## src/epp_pkg.sv

```systemverilog
// Shared constants for the equidistant fisheye projection pipeline.
// Holds data widths, configuration register indexes and the CORDIC arctangent table.
package epp_pkg;

  localparam int DATA_W           = 32;
  localparam int ANG_BITS         = 30;
  localparam int FRAC_BITS_DEF    = 16;
  localparam int CORDIC_STEPS_DEF = 16;
  localparam int ISQ_STEPS        = 32;
  localparam int CFG_IDX_W        = 3;
  localparam int ZW               = 33;   // CORDIC angle accumulator, signed Q30
  localparam int CW               = 64;   // CORDIC x/y datapath

  localparam logic [CFG_IDX_W-1:0] CFG_FOCAL_X  = 3'd0;
  localparam logic [CFG_IDX_W-1:0] CFG_FOCAL_Y  = 3'd1;
  localparam logic [CFG_IDX_W-1:0] CFG_CENTRE_X = 3'd2;
  localparam logic [CFG_IDX_W-1:0] CFG_CENTRE_Y = 3'd3;
  localparam logic [CFG_IDX_W-1:0] CFG_HOMOG    = 3'd4;

  localparam logic [DATA_W-1:0] S32_MAX = 32'h7fff_ffff;
  localparam logic [DATA_W-1:0] S32_MIN = 32'h8000_0000;

  // floor(atan(2^-i) * 2^30)
  localparam logic [29:0] ATAN_TAB [32] = '{
    30'd843314856, 30'd497837829, 30'd263043836, 30'd133525158, 30'd67021686,
    30'd33543515,  30'd16775850,  30'd8388437,   30'd4194282,   30'd2097149,
    30'd1048575,   30'd524287,    30'd262143,    30'd131071,    30'd65535,
    30'd32767,     30'd16383,     30'd8191,      30'd4095,      30'd2047,
    30'd1023,      30'd511,       30'd255,       30'd127,       30'd63,
    30'd31,        30'd15,        30'd7,         30'd3,         30'd1,
    30'd0,         30'd0
  };

endpackage

```

## src/epp_isqrt.sv

```systemverilog
// Pipelined 64-bit integer square root, one result bit per stage.
// Depends on epp_pkg.
module epp_isqrt import epp_pkg::*; #(
  parameter int SIDE_W = 1
) (
  input  logic              clk_i,
  input  logic              rst_ni,
  input  logic              en_i,
  input  logic              valid_i,
  input  logic [63:0]       rad_i,
  input  logic [SIDE_W-1:0] side_i,
  output logic              valid_o,
  output logic [31:0]       root_o,
  output logic [SIDE_W-1:0] side_o
);

  logic              vld_q  [ISQ_STEPS];
  logic [63:0]       n_q    [ISQ_STEPS];
  logic [63:0]       res_q  [ISQ_STEPS];
  logic [SIDE_W-1:0] side_q [ISQ_STEPS];

  for (genvar k = 0; k < ISQ_STEPS; k++) begin : g_stage
    localparam logic [63:0] BIT = 64'd1 << (62 - 2 * k);
    logic              v_in;
    logic [63:0]       n_in;
    logic [63:0]       res_in;
    logic [SIDE_W-1:0] side_in;
    logic [63:0]       n_d;
    logic [63:0]       res_d;
    logic [64:0]       trial;

    if (k == 0) begin : g_first
      assign v_in    = valid_i;
      assign n_in    = rad_i;
      assign res_in  = '0;
      assign side_in = side_i;
    end else begin : g_next
      assign v_in    = vld_q[k-1];
      assign n_in    = n_q[k-1];
      assign res_in  = res_q[k-1];
      assign side_in = side_q[k-1];
    end

    assign trial = {1'b0, res_in} + {1'b0, BIT};

    always_comb begin
      if ({1'b0, n_in} >= trial) begin
        n_d   = n_in - trial[63:0];
        res_d = (res_in >> 1) + BIT;
      end else begin
        n_d   = n_in;
        res_d = res_in >> 1;
      end
    end

    always_ff @(posedge clk_i or negedge rst_ni) begin
      if (!rst_ni) begin
        vld_q[k] <= 1'b0;
      end else if (en_i) begin
        vld_q[k] <= v_in;
      end
    end

    always_ff @(posedge clk_i) begin
      if (en_i) begin
        n_q[k]    <= n_d;
        res_q[k]  <= res_d;
        side_q[k] <= side_in;
      end
    end
  end

  assign valid_o = vld_q[ISQ_STEPS-1];
  assign root_o  = res_q[ISQ_STEPS-1][31:0];
  assign side_o  = side_q[ISQ_STEPS-1];

endmodule

```

## config.mk

```make
export PLATFORM = sky130hd
export DESIGN_NAME = epp_isqrt
export DESIGN_NICKNAME = d
export VERILOG_FILES = /design/src/epp_pkg.sv /design/src/epp_isqrt.sv
export SDC_FILE = /design/constraint.sdc
export NUM_CORES = 2
export LEC_CHECK = 0
export ABC_CLOCK_PERIOD_IN_PS = 7100
export BUFFER_PORTS_ARGS = -buffer_cell sky130_fd_sc_hd__buf_2
export CAP_MARGIN = 15
export CORE_MARGIN = 1.5
export CORE_UTILIZATION = 50
export CTS_CLUSTER_DIAMETER = 120
export DETAILED_ROUTE_END_ITERATION = 8
export GPL_ROUTABILITY_DRIVEN = 0
export HOLD_SLACK_MARGIN = 0.05
export PLACE_DENSITY = 0.65
export SYNTH_ARGS = -nofsm -noshare
export SYNTH_HDL_FRONTEND = slang
export SYNTH_MEMORY_MAX_BITS = 65536
export SYNTH_SLANG_ARGS = --single-unit
```

## constraint.sdc

```tcl
create_clock -name clk_i -period 7.1 [get_ports clk_i]
set_input_delay 0 -clock clk_i [delete_from_list [all_inputs] [get_ports clk_i]]
set_output_delay 0 -clock clk_i [all_outputs]
set_load 0.005 [all_outputs]
```

==> flow_metrics.py <==
metrics = {
    "timing": {
        "drv_slew": 0,
        "fmax_mhz": 211,
        "fin_ws_ps": 2370,
        "rsz0062_at_grt": "false",
        "tightest_slew_ps": 1260,
        "finalCriticalPeriod_ps": 4730,
        "post-route-period-util_pct": 66.6,
        "hold_violations": 0,
        "setup_viol": 0,
        "slew_headroom_pct": 16.2,
        "fin_worst_skew_ps": 85.3,
        "timing.hold.ws_ps": 131,
        "setup_tns_ps": 0,
    },
    "yosys": {
        "syn-num-nets": 10400,
        "syn_area_per_cell_sq_um": 12.6,
        "synth_area_leader_cell": "edfxtp_1",
        "synth_edf_count": 2544,
        "yosysWarningCount": 0,
        "synth_top_cell_area_share_pct": 62.1,
        "synth-seq-cells": 2576,
        "synth-main-ff-cell": "edfxtp_1",
        "seq_area_frac_synth_pct": 62.8,
        "syn_inst": 9736,
        "synth_area_sq_um": 123000,
        "ys_types": 100,
        "synthArstFlopShare_pct": 1.24,
        "yosys-top-cells-area": "edfxtp_1, ha_1, xnor2_1",
    },
    "placement": {
        "pre_cts_ws_ps": 2580,
        "io_buffers": 102,
        "hpwl_microns": 217000,
    },
    "die": {
        "io_pins": 103,
        "floorplan.initialDensity_pct": 50.4,
        "die_w_microns": 499,
        "dieHeight_microns": 499,
        "core.rowCount": 181,
        "core_sq_um": 244000,
        "die-area_sq_um": 249000,
    },
    "setup_path": {
        "required_ps": 7740,
        "critical_path_arrival_ps": 5370,
        "start_kind": "register",
        "critPathCaptureType": "register",
        "worstSetupStartpoint": "n_q[6][101]",
        "worstPathMaxFanout": 44,
        "crit_type": "reg -> reg",
        "r2r_start": "n_q[6][101]",
    },
    "grt": {
        "grt_max_degree": 178,
        "grt_pass1_wl_microns": 450000,
        "grt_use_total_pct": 23.2,
        "first_global_vias": 76800,
        "grt_overflow_total": 0,
        "antenna_found_initial": 11,
    },
    "final_layout": {
        "final_net_count": 10800,
        "layout_commonest_cell": "edfxtp_1",
        "most-common-layout-cells": "edfxtp_1, inv_1, nor2_1",
        "fillers": 19400,
        "drive_above_1_share_pct": 7.59,
        "area_growth_pct": 12.2,
    },
    "run": {
        "max_cap_viol_count": 0,
    },
    "drt": {
        "wl_met2_microns": 141000,
        "dr.pass1.iters": 6,
        "route.met3.wl_microns": 20800,
        "viasPerCell": 5.90,
        "routed.top_layer": "met4",
        "postRouteAntennaNets": 0,
        "drc_errors": 0,
        "wl_microns": 295000,
        "wl_per_cell_microns": 21.8,
        "drt_iter0_drc": 8115,
        "wl_met1_microns": 125000,
        "vias": 79900,
    },
    "power": {
        "cellPowerDensity_nw_per_um2": 326,
        "p_leak_nw": 51.8,
        "ir_drop_v": 0.000253,
    },
    "cts": {
        "numClockSinks": 2576,
        "cts_tree": "yes",
        "clkTransAtPathRegs_ps": 60,
        "h-tree-depth": 5,
        "post_cts_buffers": 0,
        "root_buffer": "clkbuf_16",
        "cts_buffers": 294,
        "clock_latency_ps": 980,
        "cts_max_path_buffers": 4,
        "ctsResizeCount": 0,
    },
    "status": {
        "outcome": "complete, no violations",
    },
    "worst_hold_path": {
        "min_path_type": "in -> async",
    },
}
## power by group
group          total [mW]  internal [mW]  switching [mW]
sequential           20.9           19.3            1.61
clock                14.6           8.66            5.89
combinational        9.49           3.86            5.63
total                45.0           31.8            13.1
## worst max-delay path, cell delays in order (launching register included)
cell       delay (ps)
edfxtp_1          390
ha_1              480
and4_1            590
nand4_1           160
nor4_1            710
a2111oi_0         250
nand3_1           160
o21ba_2           340
inv_2             650
nand3b_1          270
nor4_1            340
xor2_1            110
## cells in the mapped netlist (all sizes together), types with 25 or more instances
cell type  number
o21ai         456
o21a           91
a211oi         42
edfxtp       2544
or2            42
nor2b          65
clkbuf        154
o21bai         49
nand3         156
nand3b         32
nor4          347
buf            51
a31oi          54
a21oi         623
nand2b        112
and4           25
nand4         185
and2           31
xnor2         489
or3           113
ha            558
o211ai         25
inv           690
nor2          633
mux2          124
a21o          247
nor3          266
and3           50
xor2          385
nor4b          44
nand2         600
or4            64
o31ai          47
dfrtp          32
## kinds of logic after synthesis
group           count (synthesis)  share of synthesized area, %
simple gates                 2849                          12.1
flops                        2576                          62.8
compound gates               1845                          9.27
buf+inv                       896                          2.78
xor+xnor                      874                          6.22
fa+ha+maj                     558                          5.68
mux                           138                          1.25
## final timing paths
path	endpoint	depth (start not counted)	slack (ps)
setup / recovery	n_q[6][168]	11	2370
hold / removal	g_stage[29].v_in	4	130
hold reg to reg	side_q[21]	0	390
setup reg to reg	n_q[6][168]	11	2370
min in group clk_i	res_q[0][62]	5	150
max in group asynchronous	g_stage[9].v_in	4	6800
## routing by layer
| metal | up-vias | track usage (%) |
|---|---|---|
| met5 | - | 0 |
| met2 | 3006 | 38.3 |
| met4 | 0 | 6.96 |
| met1 | 39100 | 31.6 |
| met3 | 501 | 3.84 |
| li1 | 37300 | - |
## what timing repair did
item / in CTS / in global routing
hold buffers: 137 / 0
endpoints found under the setup margin: 0 / 0
endpoints found under the hold margin: 413 / 0
## per-stage QoR
| step | utilization (%) | cells | cell area, sq um | total power [mW] |
|---|---|---|---|---|
| 3_3_place_gp | 52.2 | 12900 | 127000 | 30.2 |
| 3_5_place_dp | 52.2 | 12900 | 127000 | 30.4 |
| 2_1_floorplan | - | 9736 | 123000 | 27.3 |
| 4_1_cts | 56.6 | 13500 | 138000 | 45.1 |
| 6_report | 56.6 | 13500 | 138000 | 45.0 |
| 5_1_grt | 56.6 | 13500 | 138000 | 47.0 |
## registers in the layout, summed over array words and instances (netlist names)
name,count
side_q,32
res_q,528
n_q,1984
valid_o,1
g_stage.v_in,31
## layout make-up
cell class / count / area (sq um) / area share, %
Sequential cell: 2576 / 77200 / 55.9
Multi-Input combinational cell: 6264 / 42500 / 30.8
Clock buffer: 353 / 7720 / 5.59
Tap cell: 3202 / 4010 / 2.90
Inverter: 691 / 2590 / 1.88
Timing Repair Buffer: 299 / 2540 / 1.84
Clock inverter: 154 / 1460 / 1.06
Antenna cell: 8 / 20.0 / 0.0145
No activity file was read; power rests on OpenSTA's default activity.
